<file path="src/rtl/htok_pkg.sv">
`default_nettype none

package htok_pkg;

	// Sizing of the tokenizer.
	localparam int MAX_BYTES = 4096;
	localparam int MAX_PAIRS = 32;

	// Field widths of the result record.
	localparam int OFF_W     = 12;
	localparam int CNT_OUT_W = 6;

	// Internal widths that follow from the sizing.
	localparam int POS_W = $clog2(MAX_BYTES + 1);
	localparam int CNT_W = $clog2(MAX_PAIRS + 1);

	// Result queue: depth must be a power of two, at least four.
	localparam int QDEPTH = 4;
	localparam int QA_W   = $clog2(QDEPTH);
	localparam int QCNT_W = $clog2(QDEPTH + 1);

	// Record kinds.
	localparam logic KIND_PAIR   = 1'b0;
	localparam logic KIND_STATUS = 1'b1;

	// Status codes.
	localparam logic [1:0] ST_OK       = 2'd0;
	localparam logic [1:0] ST_NO_CRLF  = 2'd1;
	localparam logic [1:0] ST_TOO_MANY = 2'd2;
	localparam logic [1:0] ST_TOO_LONG = 2'd3;

	typedef struct packed {
		logic [7:0] byte_value;
		logic       last_byte;
	} item_t;

	typedef struct packed {
		logic                 record_kind;
		logic [OFF_W-1:0]     name_start;
		logic [OFF_W-1:0]     name_end;
		logic [OFF_W-1:0]     value_start;
		logic [OFF_W-1:0]     value_end;
		logic [1:0]           parse_status;
		logic [CNT_OUT_W-1:0] pair_count;
		logic                 last_record;
	} rec_t;

	// Records written into the result queue in one cycle.
	typedef struct packed {
		logic first;
		logic second;
	} push_t;

endpackage

`default_nettype wire

</file>
<file path="src/rtl/htok_core.sv">
`default_nettype none

module htok_core (
	input  wire logic           clk,
	input  wire logic           arst_n,
	input  wire logic           step,
	input  wire htok_pkg::item_t item,
	output htok_pkg::push_t     push,
	output htok_pkg::rec_t      wdata0,
	output htok_pkg::rec_t      wdata1
);
	import htok_pkg::*;

	localparam logic PH_REQLINE = 1'b0;
	localparam logic PH_FIELDS  = 1'b1;

	localparam logic [7:0] CH_CR    = 8'h0D;
	localparam logic [7:0] CH_LF    = 8'h0A;
	localparam logic [7:0] CH_COLON = 8'h3A;
	localparam logic [7:0] CH_SPACE = 8'h20;

	logic             phase_q, phase_d;
	logic             scr_q, scr_d;
	logic [POS_W-1:0] pos_q, pos_d;
	logic             name_open_q, name_open_d;
	logic [OFF_W-1:0] name_begin_q, name_begin_d;
	logic [OFF_W-1:0] name_colon_q, name_colon_d;
	logic             value_open_q, value_open_d;
	logic [OFF_W-1:0] value_begin_q, value_begin_d;
	logic             skip_q, skip_d;
	logic [CNT_W-1:0] pairs_q, pairs_d;
	logic [1:0]       err_q, err_d;
	logic             emit_pair;
	logic [1:0]       status;
	rec_t             pair_rec;
	rec_t             stat_rec;

	function automatic logic is_letter(input logic [7:0] b);
		return (b >= 8'h41 && b <= 8'h5A) || (b >= 8'h61 && b <= 8'h7A);
	endfunction

	always_comb begin
		logic [7:0] b;
		logic       eol;
		b = item.byte_value;
		eol = (b == CH_CR) || (b == CH_LF);
		phase_d = phase_q;
		scr_d = scr_q;
		name_open_d = name_open_q;
		name_begin_d = name_begin_q;
		name_colon_d = name_colon_q;
		value_open_d = value_open_q;
		value_begin_d = value_begin_q;
		skip_d = skip_q;
		pairs_d = pairs_q;
		err_d = err_q;
		emit_pair = 1'b0;

		if (err_q == ST_OK) begin
			if (pos_q >= POS_W'(MAX_BYTES)) begin
				err_d = ST_TOO_LONG;
			end else if (phase_q == PH_REQLINE) begin
				if (scr_q && b == CH_LF) begin
					phase_d = PH_FIELDS;
				end
				scr_d = (b == CH_CR);
			end else begin
				if (skip_q && !(b == CH_SPACE && !item.last_byte)) begin
					value_begin_d = OFF_W'(pos_q);
					skip_d = 1'b0;
				end
				if (name_open_q && value_open_q && eol) begin
					if (pairs_q < CNT_W'(MAX_PAIRS)) begin
						pairs_d = pairs_q + 1'b1;
						emit_pair = 1'b1;
						name_open_d = 1'b0;
						value_open_d = 1'b0;
					end else begin
						err_d = ST_TOO_MANY;
					end
				end else if (name_open_q && !value_open_q && !item.last_byte
						&& b == CH_COLON) begin
					name_colon_d = OFF_W'(pos_q);
					value_open_d = 1'b1;
					value_begin_d = OFF_W'(pos_q + 1'b1);
					skip_d = 1'b1;
				end else if (!name_open_q && is_letter(b)) begin
					name_open_d = 1'b1;
					name_begin_d = OFF_W'(pos_q);
				end
			end
		end

		pos_d = (pos_q < POS_W'(MAX_BYTES)) ? pos_q + 1'b1 : pos_q;
	end

	always_comb begin
		if (err_d != ST_OK) begin
			status = err_d;
		end else if (phase_d == PH_REQLINE) begin
			status = ST_NO_CRLF;
		end else begin
			status = ST_OK;
		end

		pair_rec.record_kind  = KIND_PAIR;
		pair_rec.name_start   = name_begin_q;
		pair_rec.name_end     = name_colon_q;
		pair_rec.value_start  = value_begin_d;
		pair_rec.value_end    = OFF_W'(pos_q);
		pair_rec.parse_status = ST_OK;
		pair_rec.pair_count   = CNT_OUT_W'(pairs_d);
		pair_rec.last_record  = 1'b0;

		stat_rec.record_kind  = KIND_STATUS;
		stat_rec.name_start   = '0;
		stat_rec.name_end     = '0;
		stat_rec.value_start  = '0;
		stat_rec.value_end    = '0;
		stat_rec.parse_status = status;
		stat_rec.pair_count   = CNT_OUT_W'(pairs_d);
		stat_rec.last_record  = 1'b1;
	end

	assign push.first  = step && (emit_pair || item.last_byte);
	assign push.second = step && emit_pair && item.last_byte;
	assign wdata0 = emit_pair ? pair_rec : stat_rec;
	assign wdata1 = stat_rec;

	always_ff @(posedge clk or negedge arst_n) begin
		if (!arst_n) begin
			phase_q <= PH_REQLINE;
			scr_q <= 1'b0;
			pos_q <= '0;
			name_open_q <= 1'b0;
			name_begin_q <= '0;
			name_colon_q <= '0;
			value_open_q <= 1'b0;
			value_begin_q <= '0;
			skip_q <= 1'b0;
			pairs_q <= '0;
			err_q <= ST_OK;
		end else if (step) begin
			if (item.last_byte) begin
				// The final byte of a buffer returns the tokenizer to its reset state.
				phase_q <= PH_REQLINE;
				scr_q <= 1'b0;
				pos_q <= '0;
				name_open_q <= 1'b0;
				name_begin_q <= '0;
				name_colon_q <= '0;
				value_open_q <= 1'b0;
				value_begin_q <= '0;
				skip_q <= 1'b0;
				pairs_q <= '0;
				err_q <= ST_OK;
			end else begin
				phase_q <= phase_d;
				scr_q <= scr_d;
				pos_q <= pos_d;
				name_open_q <= name_open_d;
				name_begin_q <= name_begin_d;
				name_colon_q <= name_colon_d;
				value_open_q <= value_open_d;
				value_begin_q <= value_begin_d;
				skip_q <= skip_d;
				pairs_q <= pairs_d;
				err_q <= err_d;
			end
		end
	end

endmodule

`default_nettype wire

</file>
<file path="src/rtl/htok_fifo.sv">
`default_nettype none

module htok_fifo (
	input  wire logic           clk,
	input  wire logic           arst_n,
	input  wire htok_pkg::push_t push,
	input  wire htok_pkg::rec_t  wdata0,
	input  wire htok_pkg::rec_t  wdata1,
	input  wire logic           rec_ready,
	output logic                rec_valid,
	output htok_pkg::rec_t      rec,
	output logic                room
);
	import htok_pkg::*;

	rec_t              queue_q [QDEPTH];
	logic [QA_W-1:0]   wp_q;
	logic [QA_W-1:0]   rp_q;
	logic [QCNT_W-1:0] cnt_q;
	logic [1:0]        n_push;
	logic              pop;

	assign n_push = {1'b0, push.first} + {1'b0, push.second};
	assign pop = rec_valid && rec_ready;
	assign rec_valid = (cnt_q != '0);
	assign rec = queue_q[rp_q];
	// Two free places are always kept for the worst case of one byte.
	assign room = (cnt_q <= QCNT_W'(QDEPTH - 2));

	always_ff @(posedge clk) begin
		if (push.first) begin
			queue_q[wp_q] <= wdata0;
		end
		if (push.second) begin
			queue_q[wp_q + 1'b1] <= wdata1;
		end
	end

	always_ff @(posedge clk or negedge arst_n) begin
		if (!arst_n) begin
			wp_q <= '0;
			rp_q <= '0;
			cnt_q <= '0;
		end else begin
			wp_q <= wp_q + QA_W'(n_push);
			if (pop) begin
				rp_q <= rp_q + 1'b1;
			end
			cnt_q <= cnt_q + QCNT_W'(n_push) - QCNT_W'(pop);
		end
	end

endmodule

`default_nettype wire

</file>
<file path="src/rtl/http_header_tokenizer.sv">
// Path: a transferred byte is registered in the input stage, and from there its records are
// written into the result queue, whose head drives rec.
// Throughput: one byte per cycle while the result queue has room; a final byte that also
// closes a header pair yields two records, which leave through the result queue in turn.
// Reset: arst_n clears the input stage, the tokenizer state and the result queue at once.
`default_nettype none

module http_header_tokenizer (
	input  wire logic           clk,
	input  wire logic           arst_n,
	input  wire logic           item_valid,
	output logic                item_ready,
	input  wire htok_pkg::item_t item,
	output logic                rec_valid,
	input  wire logic           rec_ready,
	output htok_pkg::rec_t      rec
);
	import htok_pkg::*;

	// The input stage holds one byte. It is processed in the cycle in which it sits
	// in this register, provided the result queue has space for the two records that
	// a single byte can produce at most. The tokenizer then updates its state and
	// writes its records into the queue at the same edge.
	logic   valid_s1;
	item_t  item_s1;
	logic   room;
	logic   advance;
	push_t  push;
	rec_t   wdata0;
	rec_t   wdata1;

	assign advance = valid_s1 && room;

	// A new byte is taken whenever the stage is empty or is being emptied this cycle,
	// so a stalled consumer only holds up the input once the queue is nearly full.
	assign item_ready = !valid_s1 || advance;

	always_ff @(posedge clk or negedge arst_n) begin
		if (!arst_n) begin
			valid_s1 <= 1'b0;
		end else if (item_ready) begin
			valid_s1 <= item_valid;
		end
	end

	always_ff @(posedge clk) begin
		if (item_valid && item_ready) begin
			item_s1 <= item;
		end
	end

	// Header tokenizer: request line skip, name and value tracking, pair count and
	// error latching, all updated from the byte in the input stage.
	htok_core u_core (
		.clk    (clk),
		.arst_n (arst_n),
		.step   (advance),
		.item   (item_s1),
		.push   (push),
		.wdata0 (wdata0),
		.wdata1 (wdata1)
	);

	// Result queue: it separates the consumer's ready from the input side, and it
	// absorbs the pair record and the status record that a final byte may produce together.
	htok_fifo u_fifo (
		.clk       (clk),
		.arst_n    (arst_n),
		.push      (push),
		.wdata0    (wdata0),
		.wdata1    (wdata1),
		.rec_ready (rec_ready),
		.rec_valid (rec_valid),
		.rec       (rec),
		.room      (room)
	);

endmodule

`default_nettype wire

</file>
<file path="config.mk">
export PLATFORM = sky130hd
export DESIGN_NAME = http_header_tokenizer
export DESIGN_NICKNAME = d
export VERILOG_FILES = /design/src/rtl/htok_pkg.sv /design/src/rtl/htok_core.sv /design/src/rtl/htok_fifo.sv /design/src/rtl/http_header_tokenizer.sv
export SDC_FILE = /design/constraint.sdc
export NUM_CORES = 1
export LEC_CHECK = 0
export ABC_AREA = 1
export BUFFER_PORTS_ARGS = -buffer_cell sky130_fd_sc_hd__buf_2
export CORE_MARGIN = 10
export CORE_UTILIZATION = 50
export CTS_CLUSTER_DIAMETER = 30
export CTS_CLUSTER_SIZE = 8
export DETAILED_ROUTE_END_ITERATION = 10
export PLACE_DENSITY = 0.67
export SLEW_MARGIN = 0
export SYNTH_ARGS = -nofsm -noshare
export SYNTH_HDL_FRONTEND = slang
export SYNTH_SLANG_ARGS = --single-unit
</file>
<file path="constraint.sdc">
create_clock -name clk -period 6.2 [get_ports clk]
set_input_delay 1.24 -clock clk [delete_from_list [all_inputs] [get_ports clk]]
set_output_delay 1.24 -clock clk [all_outputs]
set_load 0.03 [all_outputs]
</file>
==> results.toml, run 1 <==
[outcome]
status = "finished clean"

[power]
p_leak_nw = 7.85
powerDensity_nw_per_um2 = 570
vdd_drop_max_mv = 0.375

[placed_design]
pre_cts_ws_ps = 2750
port_buffers = 72
dp_hpwl_um = 23200
globalplace.congestion = 0.888
dpl_cell_area_um2 = 14100

[synthesis]
synthTopCellsByArea = "dfxtp_1, dfrtp_1, edfxtp_1"
ys_warn_count = 0
synth.avg_cell_area_um2 = 8.16
ys_seq_area_share_pct = 50.7
syn_inst = 1669
yosysTopAreaCell = "dfxtp_1"
ys_seq_elements = 307
ys_async_sr_fraction_pct = 22.8
synth_ff_type = "dfxtp_1"
syn_area_um2 = 13600
yosys.cell_types.count = 44
synth_top_area_share_pct = 28.8
synth_edf_count = 41
syn-num-nets = 1691

[cts]
post-cts-setup-buffers = 0
tritoncts = "built"
clk_transition_reported_paths_ps = 50
root_buffer = "clkbuf_16"
numClockSinks = 307
post_cts_resize_count = 0
worstSkewPairLatency_ps = 550
clockBufferDepth = 3
ctsHtreeMaxLevel = 3
numCtsBuffers = 67
cts_hold_buf = 0

[cells_and_area]
fill_cells = 2316
area_growth_pct = 20.1
nets = 1752
final_common_cell = "nand2_1"
stdcell_area_um2 = 16300
most-common-layout-cells = "nand2_1, inv_1, dfxtp_1, o22ai_1, a21oi_1"
drive_gt1_share_pct = 16.6
antenna_cells = 0

[setup_path]
crit_path_start_kind = "register"
r2r-start = "u_core.err_q[1]"
slowest_delay_ps = 820
cpMostUsedCell = "a21oi_1"
worstPathCellList = "inv_2, buf_4, o21ai_0, a21oi_1, a21oi_1, buf_2"
arrival_ps = 2780
critPathSlowestCell = "dfrtp_1"
reg2reg_slack_ps = 2680
cp_max_fo = 38
cp-end-kind = "output pin"
critical_path_class = "reg2out"
crit_start = "u_fifo.rp_q[1]"
critPathRequiredTime_ps = 4960

[timing]
tns_ps = 0
setup_viol = 0
timing.fmax_ghz = 0.249
rsz0062_at_grt = "false"
hold_viol_final = 0
final.min_clock_period_ps = 4020
finalCritPeriodShare_pct = 64.8
worstMarginPinSlew_ps = 1140
slew_viol_final = 0
finalWorstSetupSlack_ps = 2180
hold_slack_ps = 442
finClkSkew_ps = 18.3
relSlewSlack_pct = 24.2

[floorplanning]
die_y_um = 185
initial_core_util_pct = 50.7
die_w_um = 185
row_count = 60
die-area_um2 = 34200
core-area_um2 = 26900
io_pins = 73

[global_routing]
gr-usage-all-layers_pct = 22.0
grt_start_max_net_pins = 81
grt.overflow.total = 0
antenna_found_initial = 0
grt_pass1_wl_um = 61200
grt_pass1_vias = 11600

[detailed_routing]
wire_per_inst_um = 17.6
drtPass1Iterations = 5
wirelength_um = 37400
drtIter0Drc = 949
detail_route.vias_per_cell = 5.47
vias = 11600
ant_nets = 0
route.detailed.drc = 0

[job]
maxCapViolCount = 0

[min_path]
hold_class = "reg2reg"
worstHoldStart = "u_fifo.queue_q[2][32]"
## power breakdown
part | leakage [nW] | switching, mW | internal [mW] | total, mW
combinational | 3.86 | 2.00 | 0.875 | 2.87
clock | 1.12 | 1.13 | 2.43 | 3.56
sequential | 2.88 | 0.311 | 2.57 | 2.88
total | 7.85 | 3.44 | 5.88 | 9.32
## synthesized netlist by cell type, types with 2 or more instances
cell,n
nand2_1,276
nor2_2,6
o22ai_2,19
buf_2,20
o31ai_1,2
o21ai_0,103
a21oi_1,150
nor2_1,123
nand3_1,73
dfrtp_1,70
o211ai_1,4
xnor2_1,6
nand3_2,9
buf_4,7
a21oi_2,3
nand2_2,28
nand2_4,3
o22ai_1,156
ha_1,8
o21ai_2,2
nand3_4,4
inv_2,17
dfxtp_1,196
inv_1,229
clkbuf_1,58
buf_1,6
nand4_1,9
xor2_1,7
buf_12,2
nor3_1,4
buf_6,2
edfxtp_1,41
o21ai_1,15
## stage by stage
stage	std cells	power, mW	utilization, %
6_report	2125	9.32	60.8
5_1_grt	2125	9.86	60.8
4_1_cts	2125	9.37	60.8
3_5_place_dp	2002	5.78	52.3
3_3_place_gp	2002	5.72	52.3
2_1_floorplan	1669	4.99	-
## final timing paths
path / to / cells past startpoint
setup / recovery: rec[11] / 6
min in group asynchronous: u_fifo.cnt_q[0] / 2
hold / removal: u_fifo.queue_q[2][32] / 2
max in group asynchronous: u_fifo.rp_q[0] / 2
hold reg to reg: u_fifo.queue_q[2][32] / 2
setup reg to reg: u_fifo.queue_q[0][7] / 8
## cell type report
class                   count  area [um^2]  area share [%]
clock buffers              90         1890            11.5
well taps                 341          427            2.61
inverters                 247          932            5.70
repair buffers             88          480            2.94
clock inverters            33          405            2.48
flip-flops and latches    307         6910            42.3
multi-input cells        1019         5310            32.5
## logic make-up after synthesis
family | Yosys count | share of synthesized area, %
buffers and inverters | 343 | 10.3
AO/OA/AOI/OAI | 457 | 19.6
AND/OR/NAND/NOR | 539 | 17.6
flip-flops | 307 | 50.7
adder cells (fa/ha/maj) | 9 | 0.882
XOR/XNOR | 14 | 0.956
## metal layers
| metal | up-vias | track usage (%) | wire, um |
|---|---|---|---|
| met2 | 401 | 36.7 | 17900 |
| li1 | 5690 | - | - |
| met4 | 0 | 7.74 | 729 |
| met3 | 54 | 4.25 | 2350 |
| met1 | 5482 | 27.8 | 16400 |
| met5 | - | 0 | 0 |
## worst max-delay path, delay by kind of cell, from the launching register on
family	cells	cell delay (ps)
AOI/OAI and AO/OA	3	440
buffers and inverters	3	960
DFF	1	820
## state kept, by name (all words and copies together) (netlist names), 2 cells and up
| register | count |
|---|---|
| item_s1 | 9 |
| u_core.err_q | 2 |
| u_core.name_begin_q | 12 |
| u_core.name_colon_q | 12 |
| u_core.pairs_q | 6 |
| u_core.pos_q | 13 |
| u_core.value_begin_q | 12 |
| u_fifo.cnt_q | 3 |
| u_fifo.queue_q | 228 |
| u_fifo.rp_q | 2 |
| u_fifo.wp_q | 2 |
Power figures use the tool's default switching activity.
==> inputs of run 2 (changes only) <==
==> constraint.sdc (replaced) <==
create_clock -name clk -period 4.2 [get_ports clk]
set_input_delay 0.84 -clock clk [delete_from_list [all_inputs] [get_ports clk]]
set_output_delay 0.84 -clock clk [all_outputs]
set_load 0.03 [all_outputs]
==> results.toml, run 2 (synthesized netlist as in run 1, its figures left out) <==
[setup_path]
critPathCapture = "rec[7]"
r2r-start = "u_fifo.cnt_q[1]"
rr_endpoint = "u_fifo.cnt_q[2]"
critical_path_class = "reg2out"
worst_r2r_path_depth = 13
arrival_ps = 2500
reg2reg_slack_ps = 1120
cp_max_fo = 80
crit_start = "u_fifo.rp_q[0]"
critPathRequiredTime_ps = 3360
crit_path_start_kind = "register"
cp-end-kind = "output pin"

[power]
p_leak_nw = 7.85
finalPower_mw = 13.6
vdd_drop_max_mv = 0.570
powerDensity_nw_per_um2 = 830

[detailed_routing]
ant_nets = 0
route.detailed.drc = 0
drtPass1Iterations = 5
drtIter0Drc = 900
wirelength_um = 37900
detail_route.vias_per_cell = 5.52
wire_per_inst_um = 17.8
vias = 11800

[global_routing]
gr-usage-all-layers_pct = 22.2
grt_pass1_vias = 11800
grt_pass1_wl_um = 61200
grt.overflow.total = 0
grt_start_max_net_pins = 81
antenna_found_initial = 0

[placed_design]
globalplace.congestion = 0.931
dp_hpwl_um = 23400
dpl_cell_area_um2 = 14100
port_buffers = 72

[cells_and_area]
reg_top3 = "u_fifo.queue_q x228, u_core.pos_q x13"
regMostFlops = "u_fifo.queue_q"
antenna_cells = 0
final_core_util_pct = 60.8
drive_gt1_share_pct = 16.9
stdcell_area_um2 = 16400
area_growth_pct = 20.1
largest_register_ffs = 228
most-common-layout-cells = "nand2_1, inv_1, dfxtp_1, o22ai_1, a21oi_1"
final_common_cell = "nand2_1"
nets = 1758

[cts]
ctsHtreeMaxLevel = 3
clockBufferDepth = 3
numCtsBuffers = 66
numClockSinks = 307
worstSkewPairLatency_ps = 560
cts_hold_buf = 0
post_cts_resize_count = 0
post-cts-setup-buffers = 0
clk_transition_reported_paths_ps = 50
root_buffer = "clkbuf_16"
tritoncts = "built"

[floorplanning]
io_pins = 73
core-area_um2 = 26900
row_count = 60
die_w_um = 185
die-area_um2 = 34200
initial_core_util_pct = 50.7
die_y_um = 185

[timing]
hold_viol_final = 0
slew_viol_final = 0
finClkSkew_ps = 26.8
tns_ps = 0
finalCritPeriodShare_pct = 79.4
rsz0062_at_grt = "false"
setup_viol = 0
relSlewSlack_pct = 27.3
final.min_clock_period_ps = 3340
worstMarginPinSlew_ps = 1090
timing.fmax_ghz = 0.300

[job]
maxCapViolCount = 0

[outcome]
status = "finished clean"

[min_path]
hold_class = "in2async"
## run 2: changes by cell type in the layout (fill, tap and decap cells not counted), sizes merged
cell      delta
bufinv       -4
clkinvlp     +4
clkbuf       -2
clkinv       -1
buf          +7
inv          -1
## run 2: cell type report
type / count / area (um^2)
Timing Repair Buffer: 95 / 571
Tap cell: 341 / 427
Inverter: 247 / 932
Clock inverter: 31 / 297
Clock buffer: 88 / 1910
Multi-Input combinational cell: 1019 / 5310
Sequential cell: 307 / 6910
Fill cell: 2343 / 10500
## run 2: power by group
part / internal, mW / switching, mW
Clock: 3.38 / 1.64
Combinational: 1.32 / 3.01
Sequential: 3.80 / 0.422
## run 2: how the worst min path moves through the flow
stage                                startpoint                 endpoint  slack [ps]  depth (start not counted)
final                                    arst_n  u_core.value_begin_q[5]         400                          1
after global routing                     arst_n  u_core.value_begin_q[5]         460                          1
after CTS                                arst_n  u_core.value_begin_q[5]         430                          1
after detailed placement  u_fifo.queue_q[1][26]    u_fifo.queue_q[1][26]         430                          2
after global placement    u_fifo.queue_q[1][26]    u_fifo.queue_q[1][26]         430                          2
after floorplan           u_fifo.queue_q[1][26]    u_fifo.queue_q[1][26]         410                          2
## run 2: stage by stage
stage | setup WS, ps | instances | hold WS, ps
after floorplan | 1330 | 1669 | 414
final | 864 | 2128 | 404
after global routing | 744 | 2128 | 461
after global placement | 1220 | 2009 | 425
after detailed placement | 1160 | 2009 | 434
after CTS | 860 | 2128 | 425
## run 2: per-layer routing
layer	track usage [%]	vias to the layer above	share of wire [%]
li1	-	5695	-
met1	27.7	5581	43
met2	36.4	399	48
met3	4.57	76	6.3
met4	9.46	0	2.9
met5	0	-	0
## run 2: worst max-delay path, stage by stage (launching register included)
cell and delay, ps:
dfrtp_2 370, buf_4 760, o21ai_0 220, o22ai_1 300, buf_2 260
==> inputs of run 3 (changes only) <==
--- a/config.mk
+++ b/config.mk
@@ -5,14 +5,14 @@
 export SDC_FILE = /design/constraint.sdc
 export NUM_CORES = 1
 export LEC_CHECK = 0
-export ABC_AREA = 1
+export ABC_AREA = 0
 export BUFFER_PORTS_ARGS = -buffer_cell sky130_fd_sc_hd__buf_2
 export CORE_MARGIN = 10
 export CORE_UTILIZATION = 50
 export CTS_CLUSTER_DIAMETER = 30
 export CTS_CLUSTER_SIZE = 8
 export DETAILED_ROUTE_END_ITERATION = 10
-export PLACE_DENSITY = 0.67
+export PLACE_DENSITY = 0.7
 export SLEW_MARGIN = 0
 export SYNTH_ARGS = -nofsm -noshare
 export SYNTH_HDL_FRONTEND = slang
==> constraint.sdc (replaced) <==
create_clock -name clk -period 2.9 [get_ports clk]
set_input_delay 0.58 -clock clk [delete_from_list [all_inputs] [get_ports clk]]
set_output_delay 0.58 -clock clk [all_outputs]
set_load 0.03 [all_outputs]
==> results.toml, run 3 <==
[cells_and_area]
final_common_cell = "nand2_1"
reg_top3 = "u_fifo.queue_q x228, u_core.pos_q x13"
final_core_util_pct = 64.3
area_growth_pct = 25.9
most-common-layout-cells = "nand2_1, dfxtp_1, o21ai_0, buf_2, clkbuf_16"
largest_register_ffs = 228
nets = 1382
antenna_cells = 0
drive_gt1_share_pct = 23.0
regMostFlops = "u_fifo.queue_q"

[global_routing]
grt_pass1_wl_um = 57900
grt_pass1_vias = 10700
gr-usage-all-layers_pct = 21.5
grt_start_max_net_pins = 55
grt.overflow.total = 0
antenna_found_initial = 0

[detailed_routing]
ant_nets = 0
drtIter0Drc = 941
wire_per_inst_um = 20.4
route.detailed.drc = 0
wirelength_um = 35600
detail_route.vias_per_cell = 5.93
vias = 10300
drtPass1Iterations = 5

[synthesis]
synth_top_area_share_pct = 30.4
ys_async_sr_fraction_pct = 22.8
synth_most_common_cell = "nand2_1"
ys_warn_count = 0
ys_seq_area_share_pct = 53.6
syn_inst = 1257
syn_area_um2 = 12900
synth_ff_type = "dfxtp_1"
ys_seq_elements = 307
synthTopCellsByArea = "dfxtp_1, dfrtp_1, mux4_2"
yosysTopAreaCell = "dfxtp_1"
syn-num-nets = 1279
synthTopCellsByCount = "nand2_1, dfxtp_1, o21ai_0"
synth_edf_count = 41
yosys.cell_types.count = 78
synth.avg_cell_area_um2 = 10.3

[setup_path]
reg2reg_slack_ps = 150
critPathSlowestCell = "dfrtp_4"
cp-end-kind = "output pin"
critical_path_class = "reg2out"
crit_start = "u_fifo.rp_q[1]"
rr_endpoint = "u_fifo.queue_q[3][37]"
worstPathCellList = "buf_6, mux4_2, buf_2"
arrival_ps = 2230
slowest_delay_ps = 660
crit_path_start_kind = "register"
worst_r2r_path_depth = 10
cp_max_fo = 13
r2r-start = "item_s1[5]"
critPathRequiredTime_ps = 2320

[cts]
clockBufferDepth = 3
numClockSinks = 307
tritoncts = "built"
clk_transition_reported_paths_ps = 50
root_buffer = "clkbuf_16"
worstSkewPairLatency_ps = 570
ctsHtreeMaxLevel = 3
numCtsBuffers = 68

[floorplanning]
core-area_um2 = 25300
die_y_um = 181
die_w_um = 181
row_count = 58
initial_core_util_pct = 51.0
io_pins = 73
die-area_um2 = 32600

[placed_design]
port_buffers = 72
dp_hpwl_um = 21400
pre_cts_ws_ps = 118
globalplace.congestion = 0.910

[timing]
finalCritPeriodShare_pct = 97.0
slew_viol_final = 0
worstMarginPinSlew_ps = 772
setup_viol = 0
relSlewSlack_pct = 48.6
hold_viol_final = 0
finalWorstSetupSlack_ps = 86.2
hold_slack_ps = 42.9
timing.fmax_ghz = 0.355
finClkSkew_ps = 27.8
final.min_clock_period_ps = 2810

[power]
powerDensity_nw_per_um2 = 954
finalPower_mw = 15.5
p_leak_nw = 6.18
vdd_drop_max_mv = 0.686

[min_path]
hold_class = "in2async"

[outcome]
status = "finished clean"

[job]
maxCapViolCount = 0
==> run 3: changes by cell type in the layout (fill, tap and decap cells not counted), sizes merged, moves of 13 or more <==
cell and change:
inv -229, buf +35, nand2 -47, mux4 +57, nor2 -66, nand3 -73, o22ai -171, o21ai +82
o31ai +13, a21oi -134, o2bb2ai +49
==> run 3: area by class of cell <==
| cell class | instances | area, um^2 |
|---|---|---|
| fill | 1941 | 9020 |
| multi-input combinational | 832 | 5560 |
| clock buffer | 85 | 1890 |
| timing repair buffer | 130 | 875 |
| tap | 330 | 413 |
| clock inverter | 38 | 505 |
| inverter | 21 | 78.8 |
| sequential | 307 | 6910 |
==> run 3: repair_timing <==
| action | in CTS | in global routing |
|---|---|---|
| hold buffers | 0 | 0 |
| pin swaps | 0 | 2 |
| cloned | 0 | 0 |
| resized for setup | 0 | 4 |
| setup buffers | 1 | 5 |
| setup endpoints to repair | 3 | 109 |
==> run 3: per-layer routing <==
metal  part of all wire, %  vias to the layer above  GRT usage [%]
met1                    40                     5070           26.0
met3                   7.0                       85           4.52
met4                   2.9                        0           8.23
met2                    50                      421           36.8
met5                     0                        -              0
li1                      -                     4756              -
==> run 3: worst max path at each step <==
stage,endpoint,slack [ps],depth (start not counted)
after CTS,rec[39],70,3
final,rec[12],90,3
after detailed placement,u_fifo.queue_q[1][4],120,8
after floorplan,u_fifo.cnt_q[2],170,11
after global placement,u_fifo.queue_q[1][5],160,8
after global routing,u_fifo.cnt_q[2],-7,9
==> run 3: report_power, final <==
| group | internal [mW] | total (mW) | switching [mW] |
|---|---|---|---|
| Sequential | 4.58 | 4.90 | 0.314 |
| Combinational | 1.03 | 2.79 | 1.77 |
| Clock | 5.22 | 7.79 | 2.57 |
==> run 3: logic make-up (layout without fill, tap and decap cells) <==
kind of cell    Yosys count  count (layout)  share of synthesized area, %
buf+inv                 118             274                          3.76
flops                   307             307                          53.6
simple gates            405             405                          13.8
fa+ha+maj                 9               9                         0.932
mux                      59              59                          10.1
compound gates          344             344                          16.8
xor+xnor                 15              15                          1.02
==> run 3: worst max-delay path: cells and delay by family, from the launching register on <==
family   cells  cell delay [ps]
buf+inv      2              460
mux          1              530
flops        1              660
==> run 3: per-stage QoR <==
stage | cell area [um^2] | TNS (ps) | std cells
floorplan | 12900 | 0 | 1257
CTS | 16200 | 0 | 1738
finish | 16200 | 0 | 1743
detailed placement | 13800 | 0 | 1614
global placement | 13800 | 0 | 1614
global route | 16200 | -6.86 | 1743
